### config.mk
export PLATFORM = sky130hd
export DESIGN_NAME = go_back_n_sender_window
export DESIGN_NICKNAME = d
export VERILOG_FILES = /design/src/rtl/gbns_pkg.sv /design/src/rtl/gbns_ctrl.sv /design/src/rtl/gbns_dp.sv /design/src/rtl/go_back_n_sender_window.sv
export SDC_FILE = /design/constraint.sdc
export NUM_CORES = 1
export LEC_CHECK = 0
export BUFFER_PORTS_ARGS = -buffer_cell sky130_fd_sc_hd__buf_2
export CAP_MARGIN = 40
export CORE_ASPECT_RATIO = 1.25
export CORE_MARGIN = 5
export CORE_UTILIZATION = 63
export DETAILED_ROUTE_END_ITERATION = 6
export PLACE_DENSITY = 0.8
export SLEW_MARGIN = 20
export SYNTH_ARGS = -nofsm -noshare
export SYNTH_HDL_FRONTEND = slang
export SYNTH_HIERARCHICAL = 1
export SYNTH_SLANG_ARGS = --single-unit
export TNS_END_PERCENT = 10
### constraint.sdc
create_clock -name clock -period 8.9 [get_ports clock]
set_clock_uncertainty 0.05 [all_clocks]
set_input_delay 0.89 -clock clock [delete_from_list [all_inputs] [get_ports clock]]
set_output_delay 0.89 -clock clock [all_outputs]
set_load 0.05 [all_outputs]
### src/rtl/gbns_pkg.sv
// Shared types and constants for the go-back-N sender window.
package gbns_pkg;

   localparam int DEF_QUEUE_DEPTH = 64;
   localparam int DEF_MAX_WINDOW  = 32;

   localparam logic [1:0] ACT_QUEUE = 2'd0;
   localparam logic [1:0] ACT_ACK   = 2'd1;
   localparam logic [1:0] ACT_TICK  = 2'd2;

   localparam logic REG_WINDOW_SIZE   = 1'b0;
   localparam logic REG_TIMEOUT_TICKS = 1'b1;

   localparam logic [5:0]  RST_WINDOW_SIZE   = 6'd4;
   localparam logic [15:0] RST_TIMEOUT_TICKS = 16'd1000;

   typedef enum logic [2:0] {
      ST_IDLE,
      ST_PLAN,
      ST_READ,
      ST_SEND,
      ST_NONE
   } gbns_state_type;

   typedef struct packed {
      logic accept;
      logic plan;
      logic read;
      logic send;
      logic none;
   } gbns_cmd_type;

   typedef struct packed {
      logic take_send;
      logic take_plan;
      logic plan_send;
      logic last_frame;
      logic out_free;
   } gbns_sts_type;

endpackage

### src/rtl/gbns_ctrl.sv
// Sequencing state machine of the go-back-N sender window.
module gbns_ctrl (
   input  logic                  clock,
   input  logic                  reset,
   input  logic                  req_valid,
   output logic                  req_ready,
   input  gbns_pkg::gbns_sts_type sts,
   output gbns_pkg::gbns_cmd_type cmd
);
   import gbns_pkg::*;

   gbns_state_type state_ff, state_in;

   always_ff @(posedge clock) begin
      if (reset) begin
         state_ff <= ST_IDLE;
      end else begin
         state_ff <= state_in;
      end
   end

   always_comb begin
      state_in  = state_ff;
      cmd       = '0;
      req_ready = 1'b0;
      unique case (state_ff)
         ST_IDLE: begin
            req_ready = 1'b1;
            if (req_valid) begin
               cmd.accept = 1'b1;
               if (sts.take_send) begin
                  state_in = ST_READ;
               end else if (sts.take_plan) begin
                  state_in = ST_PLAN;
               end else begin
                  state_in = ST_NONE;
               end
            end
         end
         ST_PLAN: begin
            cmd.plan = 1'b1;
            state_in = sts.plan_send ? ST_READ : ST_NONE;
         end
         ST_READ: begin
            cmd.read = 1'b1;
            state_in = ST_SEND;
         end
         ST_SEND: begin
            if (sts.out_free) begin
               cmd.send = 1'b1;
               state_in = sts.last_frame ? ST_IDLE : ST_READ;
            end
         end
         ST_NONE: begin
            if (sts.out_free) begin
               cmd.none = 1'b1;
               state_in = ST_IDLE;
            end
         end
         default: state_in = ST_IDLE;
      endcase
   end

endmodule

### src/rtl/gbns_dp.sv
// Datapath of the go-back-N sender window: pointers, tag memory, output word.
module gbns_dp #(
   parameter int QUEUE_DEPTH = gbns_pkg::DEF_QUEUE_DEPTH,
   parameter int MAX_WINDOW  = gbns_pkg::DEF_MAX_WINDOW
) (
   input  logic                   clock,
   input  logic                   reset,
   input  logic [1:0]             req_action,
   input  logic [15:0]            req_message_tag,
   input  logic [5:0]             req_ack_number,
   output logic                   rsp_valid,
   input  logic                   rsp_ready,
   output logic                   rsp_frame_valid,
   output logic [5:0]             rsp_frame_seq,
   output logic [15:0]            rsp_frame_tag,
   output logic                   rsp_queue_full,
   output logic [6:0]             rsp_freed_count,
   output logic                   rsp_last,
   input  logic                   csr_wr_en,
   input  logic                   csr_index,
   input  logic [15:0]            csr_wr_data,
   input  gbns_pkg::gbns_cmd_type cmd,
   output gbns_pkg::gbns_sts_type sts
);
   import gbns_pkg::*;

   localparam int PTR_W = $clog2(QUEUE_DEPTH);
   localparam int CNT_W = $clog2(QUEUE_DEPTH + 1);
   localparam int CW    = (CNT_W > 7) ? CNT_W : 7;
   localparam int CAP   = (MAX_WINDOW < QUEUE_DEPTH - 1) ? MAX_WINDOW : QUEUE_DEPTH - 1;

   function automatic logic [CW-1:0] ring_dist(input logic [PTR_W-1:0] a,
                                               input logic [PTR_W-1:0] b);
      if (a >= b) begin
         return CW'(a) - CW'(b);
      end else begin
         return CW'(QUEUE_DEPTH) - (CW'(b) - CW'(a));
      end
   endfunction

   function automatic logic [PTR_W-1:0] ring_inc(input logic [PTR_W-1:0] p);
      if (p == PTR_W'(QUEUE_DEPTH - 1)) begin
         return '0;
      end else begin
         return p + PTR_W'(1);
      end
   endfunction

   logic [15:0] tag_mem [QUEUE_DEPTH];
   logic [15:0] rdata_ff;
   logic        mem_we;

   logic [PTR_W-1:0] nfs_ff, nfs_in;
   logic [PTR_W-1:0] oldest_ff, oldest_in;
   logic [PTR_W-1:0] nts_ff, nts_in;
   logic [CNT_W-1:0] queued_ff, queued_in;
   logic [15:0]      idle_ff, idle_in;
   logic [5:0]       win_cfg_ff, win_cfg_in;
   logic [15:0]      tmo_ff, tmo_in;
   logic [CW-1:0]    remain_ff, remain_in;
   logic [CW-1:0]    freed_ff, freed_in;
   logic             full_ff, full_in;
   logic             rsp_valid_ff, rsp_valid_in;

   logic             out_frame_valid_ff;
   logic [5:0]       out_seq_ff;
   logic [15:0]      out_tag_ff;
   logic             out_full_ff;
   logic [6:0]       out_freed_ff;
   logic             out_last_ff;

   logic [CW-1:0]    win_eff;
   logic [CW-1:0]    out_dist;
   logic [CW-1:0]    ack_dist;
   logic [PTR_W-1:0] ack_ptr;
   logic             ack_ok;
   logic [15:0]      idle_sat;
   logic [CW-1:0]    tick_n;
   logic [CW-1:0]    plan_room;
   logic [CW-1:0]    plan_win;
   logic [CW-1:0]    plan_min;
   logic [CW-1:0]    plan_count;
   logic             take_send;
   logic             take_plan;
   logic             out_free;

   assign win_eff  = (CW'(win_cfg_ff) > CW'(CAP)) ? CW'(CAP) : CW'(win_cfg_ff);
   assign ack_ptr  = PTR_W'(req_ack_number);
   assign ack_ok   = (QUEUE_DEPTH > 63) ? 1'b1 :
                     ({1'b0, req_ack_number} < 7'(QUEUE_DEPTH));
   assign out_dist = ring_dist(nts_ff, oldest_ff);
   assign ack_dist = ring_dist(ack_ptr, oldest_ff);
   assign idle_sat = (idle_ff == 16'hFFFF) ? idle_ff : idle_ff + 16'd1;
   assign tick_n   = (win_eff < CW'(queued_ff)) ? win_eff : CW'(queued_ff);

   // frames an ack may release: limited by freed, queued entries left, window room
   assign plan_room  = CW'(queued_ff) - out_dist;
   assign plan_win   = (win_eff > out_dist) ? win_eff - out_dist : '0;
   assign plan_min   = (plan_room < plan_win) ? plan_room : plan_win;
   assign plan_count = (freed_ff < plan_min) ? freed_ff : plan_min;

   // what the offered word would do, decoded ahead of the accept
   assign take_send = (req_action == ACT_QUEUE) ?
                         ((queued_ff != CNT_W'(QUEUE_DEPTH)) && (nts_ff == nfs_ff) &&
                          (out_dist < win_eff)) :
                      (req_action == ACT_TICK) ?
                         ((queued_ff != '0) && (idle_sat >= tmo_ff) && (tick_n != '0)) :
                      1'b0;
   assign take_plan = (req_action == ACT_ACK) && ack_ok && (ack_dist < out_dist);

   assign out_free = !rsp_valid_ff || rsp_ready;

   assign sts.take_send  = take_send;
   assign sts.take_plan  = take_plan;
   assign sts.plan_send  = (plan_count != '0);
   assign sts.last_frame = (remain_ff == CW'(1));
   assign sts.out_free   = out_free;

   always_comb begin
      nfs_in     = nfs_ff;
      oldest_in  = oldest_ff;
      nts_in     = nts_ff;
      queued_in  = queued_ff;
      idle_in    = idle_ff;
      remain_in  = remain_ff;
      freed_in   = freed_ff;
      full_in    = full_ff;
      win_cfg_in = win_cfg_ff;
      tmo_in     = tmo_ff;
      mem_we     = 1'b0;

      if (cmd.accept) begin
         full_in  = 1'b0;
         freed_in = '0;
         unique case (req_action)
            ACT_QUEUE: begin
               if (queued_ff == CNT_W'(QUEUE_DEPTH)) begin
                  full_in = 1'b1;
               end else begin
                  mem_we    = 1'b1;
                  queued_in = queued_ff + CNT_W'(1);
                  nfs_in    = ring_inc(nfs_ff);
                  remain_in = CW'(1);
               end
            end
            ACT_ACK: begin
               if (ack_ok && (ack_dist < out_dist)) begin
                  freed_in  = ack_dist + CW'(1);
                  queued_in = queued_ff - CNT_W'(ack_dist + CW'(1));
                  oldest_in = ring_inc(ack_ptr);
               end
            end
            ACT_TICK: begin
               if (queued_ff != '0) begin
                  idle_in = idle_sat;
                  if ((idle_sat >= tmo_ff) && (tick_n != '0)) begin
                     nts_in    = oldest_ff;
                     remain_in = tick_n;
                  end
               end
            end
            default: ;
         endcase
      end

      if (cmd.plan) begin
         remain_in = plan_count;
      end

      if (cmd.send) begin
         nts_in    = ring_inc(nts_ff);
         remain_in = remain_ff - CW'(1);
         idle_in   = '0;
      end

      if (csr_wr_en) begin
         if (csr_index == REG_WINDOW_SIZE) begin
            win_cfg_in = csr_wr_data[5:0];
         end else begin
            tmo_in = csr_wr_data;
         end
      end
   end

   always_comb begin
      rsp_valid_in = rsp_valid_ff;
      if (cmd.send || cmd.none) begin
         rsp_valid_in = 1'b1;
      end else if (rsp_ready) begin
         rsp_valid_in = 1'b0;
      end
   end

   always_ff @(posedge clock) begin
      if (reset) begin
         nfs_ff       <= '0;
         oldest_ff    <= '0;
         nts_ff       <= '0;
         queued_ff    <= '0;
         idle_ff      <= '0;
         remain_ff    <= '0;
         win_cfg_ff   <= RST_WINDOW_SIZE;
         tmo_ff       <= RST_TIMEOUT_TICKS;
         rsp_valid_ff <= 1'b0;
      end else begin
         nfs_ff       <= nfs_in;
         oldest_ff    <= oldest_in;
         nts_ff       <= nts_in;
         queued_ff    <= queued_in;
         idle_ff      <= idle_in;
         remain_ff    <= remain_in;
         win_cfg_ff   <= win_cfg_in;
         tmo_ff       <= tmo_in;
         rsp_valid_ff <= rsp_valid_in;
      end
   end

   always_ff @(posedge clock) begin
      freed_ff <= freed_in;
      full_ff  <= full_in;
      if (cmd.send) begin
         out_frame_valid_ff <= 1'b1;
         out_seq_ff         <= 6'(nts_ff);
         out_tag_ff         <= rdata_ff;
         out_full_ff        <= 1'b0;
         out_freed_ff       <= 7'(freed_ff);
         out_last_ff        <= sts.last_frame;
      end else if (cmd.none) begin
         out_frame_valid_ff <= 1'b0;
         out_seq_ff         <= '0;
         out_tag_ff         <= '0;
         out_full_ff        <= full_ff;
         out_freed_ff       <= 7'(freed_ff);
         out_last_ff        <= 1'b1;
      end
   end

   always_ff @(posedge clock) begin
      if (mem_we) begin
         tag_mem[nfs_ff] <= req_message_tag;
      end
   end

   always_ff @(posedge clock) begin
      if (cmd.read) begin
         rdata_ff <= tag_mem[nts_ff];
      end
   end

   assign rsp_valid       = rsp_valid_ff;
   assign rsp_frame_valid = out_frame_valid_ff;
   assign rsp_frame_seq   = out_seq_ff;
   assign rsp_frame_tag   = out_tag_ff;
   assign rsp_queue_full  = out_full_ff;
   assign rsp_freed_count = out_freed_ff;
   assign rsp_last        = out_last_ff;

endmodule

### src/rtl/go_back_n_sender_window.sv
// Top level of the go-back-N sender window.
// A word that sends no frame loads its result from the NONE state; an ack that frees
// entries passes through PLAN first. Each frame is a tag memory read (READ), then an
// output load (SEND) that waits while the previous output word is still unread.
// The next word is accepted the cycle after the last result is loaded.
// Reset is synchronous; the tag memory is not cleared and needs no sweep.
module go_back_n_sender_window #(
   parameter int QUEUE_DEPTH = gbns_pkg::DEF_QUEUE_DEPTH,
   parameter int MAX_WINDOW  = gbns_pkg::DEF_MAX_WINDOW
) (
   input  logic        clock,
   input  logic        reset,
   input  logic        req_valid,
   output logic        req_ready,
   input  logic [1:0]  req_action,
   input  logic [15:0] req_message_tag,
   input  logic [5:0]  req_ack_number,
   output logic        rsp_valid,
   input  logic        rsp_ready,
   output logic        rsp_frame_valid,
   output logic [5:0]  rsp_frame_seq,
   output logic [15:0] rsp_frame_tag,
   output logic        rsp_queue_full,
   output logic [6:0]  rsp_freed_count,
   output logic        rsp_last,
   input  logic        csr_wr_en,
   input  logic        csr_index,
   input  logic [15:0] csr_wr_data
);
   import gbns_pkg::*;

   gbns_cmd_type cmd;
   gbns_sts_type sts;

   gbns_ctrl u_ctrl (
      .clock     (clock),
      .reset     (reset),
      .req_valid (req_valid),
      .req_ready (req_ready),
      .sts       (sts),
      .cmd       (cmd)
   );

   gbns_dp #(
      .QUEUE_DEPTH (QUEUE_DEPTH),
      .MAX_WINDOW  (MAX_WINDOW)
   ) u_dp (
      .clock           (clock),
      .reset           (reset),
      .req_action      (req_action),
      .req_message_tag (req_message_tag),
      .req_ack_number  (req_ack_number),
      .rsp_valid       (rsp_valid),
      .rsp_ready       (rsp_ready),
      .rsp_frame_valid (rsp_frame_valid),
      .rsp_frame_seq   (rsp_frame_seq),
      .rsp_frame_tag   (rsp_frame_tag),
      .rsp_queue_full  (rsp_queue_full),
      .rsp_freed_count (rsp_freed_count),
      .rsp_last        (rsp_last),
      .csr_wr_en       (csr_wr_en),
      .csr_index       (csr_index),
      .csr_wr_data     (csr_wr_data),
      .cmd             (cmd),
      .sts             (sts)
   );

   a_one_word_at_a_time: assert property (@(posedge clock) disable iff (reset)
      (req_valid && req_ready) |=> !req_ready)
      else $error("word accepted while previous one in progress");

   a_frame_not_full: assert property (@(posedge clock) disable iff (reset)
      (rsp_valid && rsp_frame_valid) |-> !rsp_queue_full)
      else $error("frame result flagged queue full");

   a_no_frame_last: assert property (@(posedge clock) disable iff (reset)
      (rsp_valid && !rsp_frame_valid) |-> (rsp_last && rsp_frame_seq == 6'd0
                                           && rsp_frame_tag == 16'd0))
      else $error("no-frame result malformed");

   a_load_when_free: assert property (@(posedge clock) disable iff (reset)
      (cmd.send || cmd.none) |-> (!rsp_valid || rsp_ready))
      else $error("output word overwritten");

endmodule

# Yosys cells after proc, flatten, opt, wreduce, memory -nomap -nowiden
# Memory sizes are Yosys's and may differ from the RTL's. A register that Yosys moved wholly into a read port is not among the register bits.
# Index checks and enable logic that the tools add are counted.
[word_totals]
inputBits = 46
ram_bits = 1024
regBits = 114
mem_count = 1
[classes]
eq_ne = 22
reduce_logical = 34
bitwise_logic = 2
n_lt_le_gt_ge = 10
mux = 60
add_sub_neg = 16
[memory_table]
columns = ["memory", "depth", "width", "rd", "rd_clocked_by_memory_dff", "wr", "line_no", "source"]
rows = [
  ["u_dp.tag_mem", 64, 16, 1, 1, 1, "gbns_dp.sv:49", "logic [15:0] tag_mem [QUEUE_DEPTH];"],
]
[op_table]
columns = ["operator", "n"]
rows = [
  ["$mux 7", 16],
  ["$mux 6", 11],
  ["$mux 16", 3],
  ["$lt 7x7->1", 5],
  ["$pmux 7 s2", 2],
  ["$sub 6x6->7", 4],
  ["$reduce_bool 7->1", 3],
  ["$sub 7x7->7", 3],
  ["$mux 1", 20],
  ["$add 6x1->6 const B", 3],
  ["$eq 6x6->1 const B", 3],
  ["$mux 3", 6],
  ["$add 16x1->16 const B", 1],
  ["$eq 16x16->1 const B", 1],
  ["$ge 16x16->1", 1],
  ["$pmux 3 s5", 1],
  ["$add 7x1->7 const B", 2],
  ["$reduce_bool 2->1", 7],
  ["$sub 7x7->7 const A", 2],
  ["$ge 6x6->1", 2],
  ["$ne 4x3->1 const B", 3],
  ["$reduce_and 3->1", 4],
  ["$reduce_and 4->1", 2],
  ["$eq 7x1->1 const B", 1],
  ["other kinds (25)", 38],
]

# Longest topological paths before layout
# Gate-level depths: netlist (run 1).
[logic_depth]
word_depth = 12
ltp_mapped = 36

# Cells and area by module
# The synthesis (run 1) kept the hierarchy.
[modules_own_cells]
columns = ["module", "n_inst", "area_per_inst_um2", "cells_each", "seq_area_each_um2"]
rows = [
  ["gbns_dp", 1, 47665.7, 2529, 33832.4],
  ["gbns_ctrl", 1, 230.2, 28, 60.1],
]

# Least setup slack after synthesis (run 1)
# No wires, ideal clock.
[synth_path]
kind = "flip-flop to flip-flop"
startpoint = "register u_dp.nts_ff[0]"
endpoint = "register u_dp.remain_ff[2]"
setup_slack_ns = 1.556
t_required_ns = 8.723
t_arrival_ns = 7.167
path_stages_with_launch = 34
synth_period_minus_slack_ns = 7.344
cell_sequence = "dfxtp_1 > clkbuf_1 > clkbuf_1 > clkbuf_1 > inv_1 > ha_1 > inv_1 > a21o_1 > a21o_1 > a21o_2 > a21oi_1 > xor2_1 > ha_1 > o21a_1 > nor2_1 > a21oi_2 > nand2_1 > nor2_1 > nand2_1 > ha_1 > a211oi_1 > o21bai_1 > or2_2 > and4_2 > a311oi_1 > ha_1 > and4_1 > and3_1 > a211o_1 > or2_2 > buf_6 > mux2_4 > a2111oi_4 > nor4_2"
[synth_between]
elab_chain_cells = 11
word_cells_on_any_way = 15
[synth_lines]
columns = ["item", "line_no", "source"]
rows = [
  ["from (decl)", "gbns_dp.sv:55", "logic [PTR_W-1:0] nts_ff, nts_in;"],
  ["from (signal assigned)", "gbns_dp.sv:208", "nts_ff <= nts_in;"],
  ["$sub 6x6->7", "gbns_dp.sv:37", "return CW'(QUEUE_DEPTH) - (CW'(b) - CW'(a));"],
  ["$sub 7x7->7", "gbns_dp.sv:37", ""],
  ["$mux 7 (*)", "gbns_dp.sv:34", "if (a >= b) begin"],
  ["$sub 7x7->7 / $gt 7x7->1 (equally long branches)", "gbns_dp.sv:98", "assign plan_win = (win_eff > out_dist) ? win_eff - out_dist : '0;"],
  ["$mux 7", "gbns_dp.sv:98", ""],
  ["$lt 7x7->1", "gbns_dp.sv:99", "assign plan_min = (plan_room < plan_win) ? plan_room : plan_win;"],
  ["$mux 7 (*)", "gbns_dp.sv:99", ""],
  ["$lt 7x7->1", "gbns_dp.sv:100", "assign plan_count = (freed_ff < plan_min) ? freed_ff : plan_min;"],
  ["$mux 7 (*)", "gbns_dp.sv:100", ""],
  ["$mux 7 (*)", "gbns_dp.sv:166", "if (cmd.plan) begin"],
  ["$mux 7 (*)", "gbns_dp.sv:170", "if (cmd.send) begin"],
  ["to (signal assigned)", "gbns_dp.sv:211", "remain_ff <= remain_in;"],
  ["to (decl)", "gbns_dp.sv:60", "logic [CW-1:0] remain_ff, remain_in;"],
]
# Mark *: on every way between the ends. The rest lies on a longest branch, timed or not.
# A chain may end at the register's enable or synchronous reset.

# Final worst setup path (run 1)
[layout_path]
startpoint = "register u_dp.nts_ff[1]"
endpoint = "register u_dp.remain_ff[2]"
# Same word-level chain as after synthesis.

==> impl_metrics.env, run 1 <==
export IMPL_clkTransAtPathRegs_ns=0.07
export IMPL_rsz0062_at_grt="no"
export IMPL_leakage_nw=17.2
export IMPL_reg2reg_slack_ns=0.72
export IMPL_dr_pass1_iters=6
export IMPL_synth_top_area_frac=0.676
export IMPL_timing_final_crit_period_ns=8.18
export IMPL_holdBufCountCts=0
export IMPL_drc=0
export IMPL_worst_ep_required_time_ns=9.38
export IMPL_hp_class="primary input to flop"
export IMPL_ys_seq_area_frac=0.708
export IMPL_cts_tree="done"
export IMPL_multi_input_area_sq_um=13200
export IMPL_worstPathMaxFanout=40
export IMPL_pwr_share_clk=0.346
export IMPL_fin_nets=2860
export IMPL_dp_hpwl_um=69800
export IMPL_ctsRootBufferMaster="clkbuf_16"
export IMPL_dp_slack_ns=0.744
export IMPL_cts_buffer_depth=3
export IMPL_seq_area_sq_um=33900
export IMPL_critical_path_max_stage_delay_ns=0.75
export IMPL_layout_common_cells="edfxtp_1, mux4_2, nor2_1, nand2_1, clkbuf_16"
export IMPL_async_flop_share=0
export IMPL_whs_ns=0.404
export IMPL_cpMostUsedCell="ha_1"
export IMPL_final_setup_tns_ns=0
export IMPL_gp_congestion=0.915
export IMPL_clock_latency_ns=0.67
export IMPL_switching_share=0.264
export IMPL_setup_viol=0
export IMPL_power_density_nw_per_um2=235
export IMPL_instances_no_fill=3796
export IMPL_yosys_register_bits=1154
export IMPL_crit_type="flop to flop"
export IMPL_io_buffers=79
export IMPL_outcome="finished, final reports clean"
export IMPL_start_kind="flop"
export IMPL_cts_sinks=1154
export IMPL_synth_cells=2557
export IMPL_synthesis_yosys_warnings=6
export IMPL_grt_pass1_vias=26900
export IMPL_cp_top_family="compound AO/OA/AOI/OAI gates"
export IMPL_dp_cells=3598
export IMPL_grtUsageTotal=0.288
export IMPL_dieHeight_um=318
export IMPL_synth_ff_type="edfxtp_1"
export IMPL_max_clock_freq_ghz=0.122
export IMPL_crit_arrival_ns=8.66
export IMPL_rows=113
export IMPL_dr_first_iter_drc_count=3054
export IMPL_synth_edff_count=1078
export IMPL_netlist_area_sq_um=47900
export IMPL_finalHoldViolations=0
export IMPL_slowest_stage="dfxtp_4"
export IMPL_maxSlewViolCount=0
export IMPL_cts_made_buffers=103
export IMPL_avgSynthCellArea_sq_um=18.7
export IMPL_maxCapViolCount=0
export IMPL_htreeDepth=3
export IMPL_relSlewSlack=0.433
export IMPL_via_per_inst=6.80
export IMPL_p_sw_mw=3.32
export IMPL_ant_nets=0
export IMPL_area_growth_pct=11.6
export IMPL_post_route_period_util=0.919
export IMPL_core_area_sq_um=75600
export IMPL_drive_gt1_frac=0.251
export IMPL_pwr_share_comb=0.168
export IMPL_wl_per_cell_um=31.1
export IMPL_setup_ws_ns=0.724
export IMPL_path_buf_inv=0
export IMPL_power_frac_seq=0.485
export IMPL_ys_top_cells_by_area="edfxtp_1, mux4_2, dfxtp_1, ha_1, nor2_1"
export IMPL_yosysUniqueCellTypes=86
export IMPL_drt_wl_total_um=118000
export IMPL_syn_num_nets=2684
export IMPL_grt_max_degree=89
export IMPL_initial_core_util=0.633
export IMPL_die_w_um=257
export IMPL_final_common_cell="edfxtp_1"
export IMPL_ir_worst_vdd_uv=220
export IMPL_yosysTopAreaCell="edfxtp_1"
export IMPL_critPathCaptureType="flop"
export IMPL_grt_pass1_wl_um=173000
export IMPL_ioPinCount=80
export IMPL_p_int_mw=9.25
export IMPL_cts_repair_resized=0
export IMPL_grt_overflow=0
export IMPL_tightest_slew_ns=0.851
export IMPL_fillers=4362
export IMPL_die_area_sq_um=81700
export IMPL_post_cts_setup_buffers=0
export IMPL_vias=25800
export IMPL_antenna_found_initial=3
==> per-stage QoR <==
| step | total power, mW | instance area, sq um | util |
|---|---|---|---|
| floorplan | 7.77 | 47900 | - |
| global placement | 8.18 | 49600 | 0.656 |
| detailed placement | 8.29 | 50100 | 0.662 |
| CTS | 12.6 | 53300 | 0.705 |
| global route | 13.1 | 53500 | 0.707 |
| finish | 12.6 | 53500 | 0.707 |
==> state kept, by name, indices dropped and copies added, names as in the netlist, 3 cells and up <==
name / count
u_dp/tag_mem: 1024
u_dp/idle_ff: 16
u_dp/rdata_ff: 16
u_dp/rsp_frame_tag: 16
u_dp/tmo_ff: 16
u_dp/freed_ff: 7
u_dp/queued_ff: 7
u_dp/remain_ff: 7
u_dp/rsp_freed_count: 7
u_dp/nfs_ff: 6
u_dp/nts_ff: 6
u_dp/oldest_ff: 6
u_dp/rsp_frame_seq: 6
u_dp/win_cfg_ff: 6
u_ctrl/state_ff: 3
==> synthesized netlist by cell type (9+ instances only) <==
| master | number |
|---|---|
| edfxtp_1 | 1078 |
| mux4_2 | 320 |
| nor2_1 | 165 |
| nand2_1 | 118 |
| dfxtp_1 | 76 |
| ha_1 | 76 |
| clkbuf_1 | 75 |
| inv_1 | 72 |
| a21oi_1 | 53 |
| o21ai_0 | 48 |
| mux2i_1 | 35 |
| and2_1 | 33 |
| xor2_1 | 31 |
| nor3_1 | 25 |
| nand3_1 | 22 |
| nor2b_1 | 22 |
| xnor2_1 | 22 |
| nand2b_1 | 21 |
| buf_2 | 20 |
| mux2_2 | 20 |
| a211oi_1 | 17 |
| a21o_1 | 16 |
| buf_1 | 15 |
| and3_1 | 14 |
| or3_1 | 11 |
| nand4_1 | 10 |
| o21a_1 | 10 |
| buf_6 | 9 |
| nand3b_1 | 9 |
==> area by class of cell <==
type / instances / share of cell area
inverter: 72 / 0.00508
sequential: 1154 / 0.634
multi-input combinational: 1207 / 0.246
timing repair buffer: 195 / 0.0306
clock buffer: 136 / 0.0509
clock inverter: 54 / 0.00992
antenna: 1 / 0.0000468
tap: 977 / 0.0229
==> worst reg2reg max path: stages, from the launching register on <==
cell and delay (ns):
dfxtp_4 0.75, ha_1 0.38, a21o_1 0.19, a21o_1 0.21, a21o_2 0.21, a21oi_1 0.18, xor2_1 0.41, ha_1 0.35
o21a_1 0.16, nor2_1 0.05, a21oi_2 0.34, nand2_1 0.18, nor2_1 0.33, nand2_1 0.10, ha_1 0.33, a211oi_1 0.24
o21bai_1 0.20, or2_2 0.35, and4_2 0.24, a311oi_1 0.54, ha_1 0.36, and4_1 0.20, and3_1 0.21, a211o_1 0.35
or2_2 0.35, mux2_4 0.33, a2111oi_4 0.36, nor4_2 0.09
==> layer usage <==
layer | routed length (um) | share of wire | track usage
met3 | 9750 | 0.083 | 0.0435
met1 | 40200 | 0.34 | 0.362
met4 | 6370 | 0.054 | 0.138
met2 | 61500 | 0.52 | 0.499
met5 | 115 | 0.00098 | 0
==> final timing paths <==
| check | start | endpoint | depth (start not counted) |
|---|---|---|---|
| worst max-delay path | u_dp/nts_ff[1] | u_dp/remain_ff[2] | 27 |
| worst min-delay path | csr_wr_data[9] | u_dp/tmo_ff[9] | 3 |
| worst max register to register | u_dp/nts_ff[1] | u_dp/remain_ff[2] | 27 |
| worst min register to register | u_dp/tmo_ff[4] | u_dp/tmo_ff[4] | 2 |
==> logic make-up after synthesis <==
family          share of synthesized area
flops                               0.708
fa+ha+maj                          0.0219
buf+inv                            0.0178
mux                                 0.163
compound gates                     0.0300
xor+xnor                           0.0102
simple gates                       0.0496
==> power groups by stage <==
stage / clock, mW / combinational (mW) / sequential [mW]
2_1_floorplan: 0 / 1.47 / 6.30
4_1_cts: 4.41 / 2.08 / 6.10
6_report: 4.35 / 2.12 / 6.10
3_5_place_dp: 0 / 2.07 / 6.22
3_3_place_gp: 0 / 1.96 / 6.22
5_1_grt: 4.67 / 2.30 / 6.11
(Power assumes the default switching activity.)
==> inputs of run 2 (changes only) <==
--- a/config.mk
+++ b/config.mk
@@ -5,6 +5,7 @@
 export SDC_FILE = /design/constraint.sdc
 export NUM_CORES = 1
 export LEC_CHECK = 0
+export ABC_AREA = 1
 export BUFFER_PORTS_ARGS = -buffer_cell sky130_fd_sc_hd__buf_2
 export CAP_MARGIN = 40
 export CORE_ASPECT_RATIO = 1.25
==> impl_metrics.env, run 2 <==
export IMPL_outcome="finished with violations"
export IMPL_violations="DRC"
export IMPL_rows=113
export IMPL_maxSlewViolCount=0
export IMPL_multi_input_area_sq_um=12700
export IMPL_synth_commonest_cells="edfxtp_1, nor2_1, o21ai_0, clkbuf_1, nand2_1"
export IMPL_post_route_period_util=0.807
export IMPL_yosys_register_bits=1154
export IMPL_holdBufCountCts=0
export IMPL_final_setup_tns_ns=0
export IMPL_yosysMostFrequentCell="edfxtp_1"
export IMPL_leakage_nw=18.4
export IMPL_whs_ns=0.390
export IMPL_seq_area_sq_um=33900
export IMPL_clock_latency_ns=0.68
export IMPL_power_density_nw_per_um2=303
export IMPL_worst_ep_required_time_ns=9.47
export IMPL_cts_repair_resized=0
export IMPL_critPathCaptureType="flop"
export IMPL_grt_max_degree=201
export IMPL_rsz0062_at_grt="no"
export IMPL_rr_endpoint="u_ctrl/state_ff[2]"
export IMPL_relSlewSlack=0.306
export IMPL_cpMostUsedCell="nand2_1"
export IMPL_grt_pass1_vias=31500
export IMPL_synth_top_family_by_area="compound AO/OA/AOI/OAI gates"
export IMPL_avgSynthCellArea_sq_um=12.2
export IMPL_ff2ff_path_depth=35
export IMPL_crit_type="flop to flop"
export IMPL_grt_pass1_wl_um=187000
export IMPL_fin_nets=4155
export IMPL_p_total_mw=16.2
export IMPL_synth_simple_area_share=0.0941
export IMPL_dr_pass1_iters=7
export IMPL_setup_viol=0
export IMPL_hp_class="primary input to flop"
export IMPL_ioPinCount=80
export IMPL_worstPathMaxFanout=119
export IMPL_cts_buffer_depth=3
export IMPL_drt_wl_total_um=126000
export IMPL_dp_slack_ns=1.74
export IMPL_netlist_area_sq_um=48300
export IMPL_layout_common_cells="edfxtp_1, nor2_1, o21ai_0, nand2_1, inv_1"
export IMPL_ir_worst_vdd_uv=832
export IMPL_htreeDepth=3
export IMPL_cts_made_buffers=103
export IMPL_die_w_um=258
export IMPL_max_clock_freq_ghz=0.139
export IMPL_critPathLaunch="u_dp/nts_ff[0]"
export IMPL_timing_final_crit_period_ns=7.18
export IMPL_synth_edff_count=1078
export IMPL_synth_xor_area_share=0.00617
export IMPL_start_kind="flop"
export IMPL_cts_sinks=1154
export IMPL_vias=33000
export IMPL_muxShareOfSynthArea=0
export IMPL_clkTransAtPathRegs_ns=0.06
export IMPL_reg2reg_slack_ns=1.72
export IMPL_ant_nets=0
export IMPL_grtUsageTotal=0.297
export IMPL_via_per_inst=6.49
export IMPL_initial_core_util=0.635
export IMPL_synth_fa_ha_area_frac=0.0218
export IMPL_finalHoldViolations=0
export IMPL_gp_congestion=0.945
export IMPL_dr_first_iter_drc_count=4370
export IMPL_setup_ws_ns=1.72
export IMPL_dp_hpwl_um=72900
export IMPL_core_area_sq_um=76100
export IMPL_fillers=4947
export IMPL_cts_tree="done"
export IMPL_cp_endpoint="u_ctrl/state_ff[2]"
export IMPL_ys_top_cells_by_area="edfxtp_1, o21ai_0, nor2_1, o221ai_1, dfxtp_1"
export IMPL_crit_arrival_ns=7.75
export IMPL_slowest_stage="inv_8"
export IMPL_post_cts_setup_buffers=0
export IMPL_tightest_slew_ns=1.04
export IMPL_yosysTopAreaCell="edfxtp_1"
export IMPL_largest_reg_flops=1024
export IMPL_synth_ff_type="edfxtp_1"
export IMPL_antenna_found_initial=2
export IMPL_critical_path_max_stage_delay_ns=0.50
export IMPL_area_growth_pct=10.7
export IMPL_largest_register="u_dp/tag_mem"
export IMPL_async_flop_share=0
export IMPL_final_common_cell="edfxtp_1"
export IMPL_io_buffers=79
export IMPL_synth_compound_area_frac=0.139
export IMPL_synth_top_area_frac=0.671
export IMPL_drc=2
export IMPL_synthesis_yosys_warnings=6
export IMPL_drive_gt1_frac=0.0987
export IMPL_dieHeight_um=319
export IMPL_syn_num_nets=4099
export IMPL_ys_seq_area_frac=0.702
export IMPL_ctsRootBufferMaster="clkbuf_16"
export IMPL_wl_per_cell_um=24.8
export IMPL_die_area_sq_um=82300
export IMPL_r2r_start="u_dp/nts_ff[0]"
export IMPL_grt_overflow=0
export IMPL_yosysUniqueCellTypes=47
export IMPL_synth_cells=3972
export IMPL_maxCapViolCount=0
[run 2: where the power goes]
group,total [mW],internal [mW],switching [mW]
sequential,6.24,6.11,0.123
clock,4.53,2.57,1.96
combinational,5.43,1.80,3.63
[run 2: cells by family after synthesis]
logic type / after synthesis
AND/OR/NAND/NOR: 1118
XOR/XNOR: 34
adder cells (fa/ha/maj): 81
flip-flops: 1154
buffers and inverters: 463
AO/OA/AOI/OAI: 1122
[run 2: final cells by class]
class	count	share of cell area
sequential	1154	0.634
multi-input combinational	2355	0.237
clock buffer	118	0.0499
timing repair buffer	200	0.0257
tap	977	0.0229
inverter	214	0.0153
clock inverter	72	0.0150
antenna	1	0.0000468
[run 2: worst min-delay path by stage]
stage	startpoint	to	cells past startpoint
after floorplan	u_dp/win_cfg_ff[2]	u_dp/win_cfg_ff[2]	2
after global placement	u_dp/rsp_frame_valid	u_dp/rsp_frame_valid	2
after detailed placement	u_dp/rsp_frame_valid	u_dp/rsp_frame_valid	2
after CTS	csr_wr_data[9]	u_dp/tmo_ff[9]	3
after global routing	csr_wr_data[9]	u_dp/tmo_ff[9]	3
final	csr_wr_data[9]	u_dp/tmo_ff[9]	3
[run 2: metal layers]
layer | vias to the layer above | wire (um) | global-route usage | share of wire
met1 | 15900 | 44800 | 0.387 | 0.36
met4 | 2 | 7470 | 0.157 | 0.059
met2 | 2043 | 60400 | 0.485 | 0.48
met5 | - | 11 | 0 | 0.000087
li1 | 14800 | - | - | -
met3 | 340 | 13300 | 0.0511 | 0.11
[run 2: metrics by stage]
stage / area, sq um / cells / util
2_1_floorplan: 48300 / 3972 / -
5_1_grt: 53400 / 5090 / 0.702
6_report: 53400 / 5091 / 0.703
3_5_place_dp: 49900 / 4893 / 0.655
3_3_place_gp: 49800 / 4887 / 0.655
4_1_cts: 53300 / 5083 / 0.701
[run 2: worst max-delay path: cells and delay by family, from the launching register on]
kind                       cells  cell delay, ns
AOI/OAI and AO/OA             11            2.24
xor gates and xnor gates       1            0.38
buffers and inverters          5            0.95
and+or+nand+nor               13            1.29
DFF                            1            0.49
adders and majority gates      5            1.68
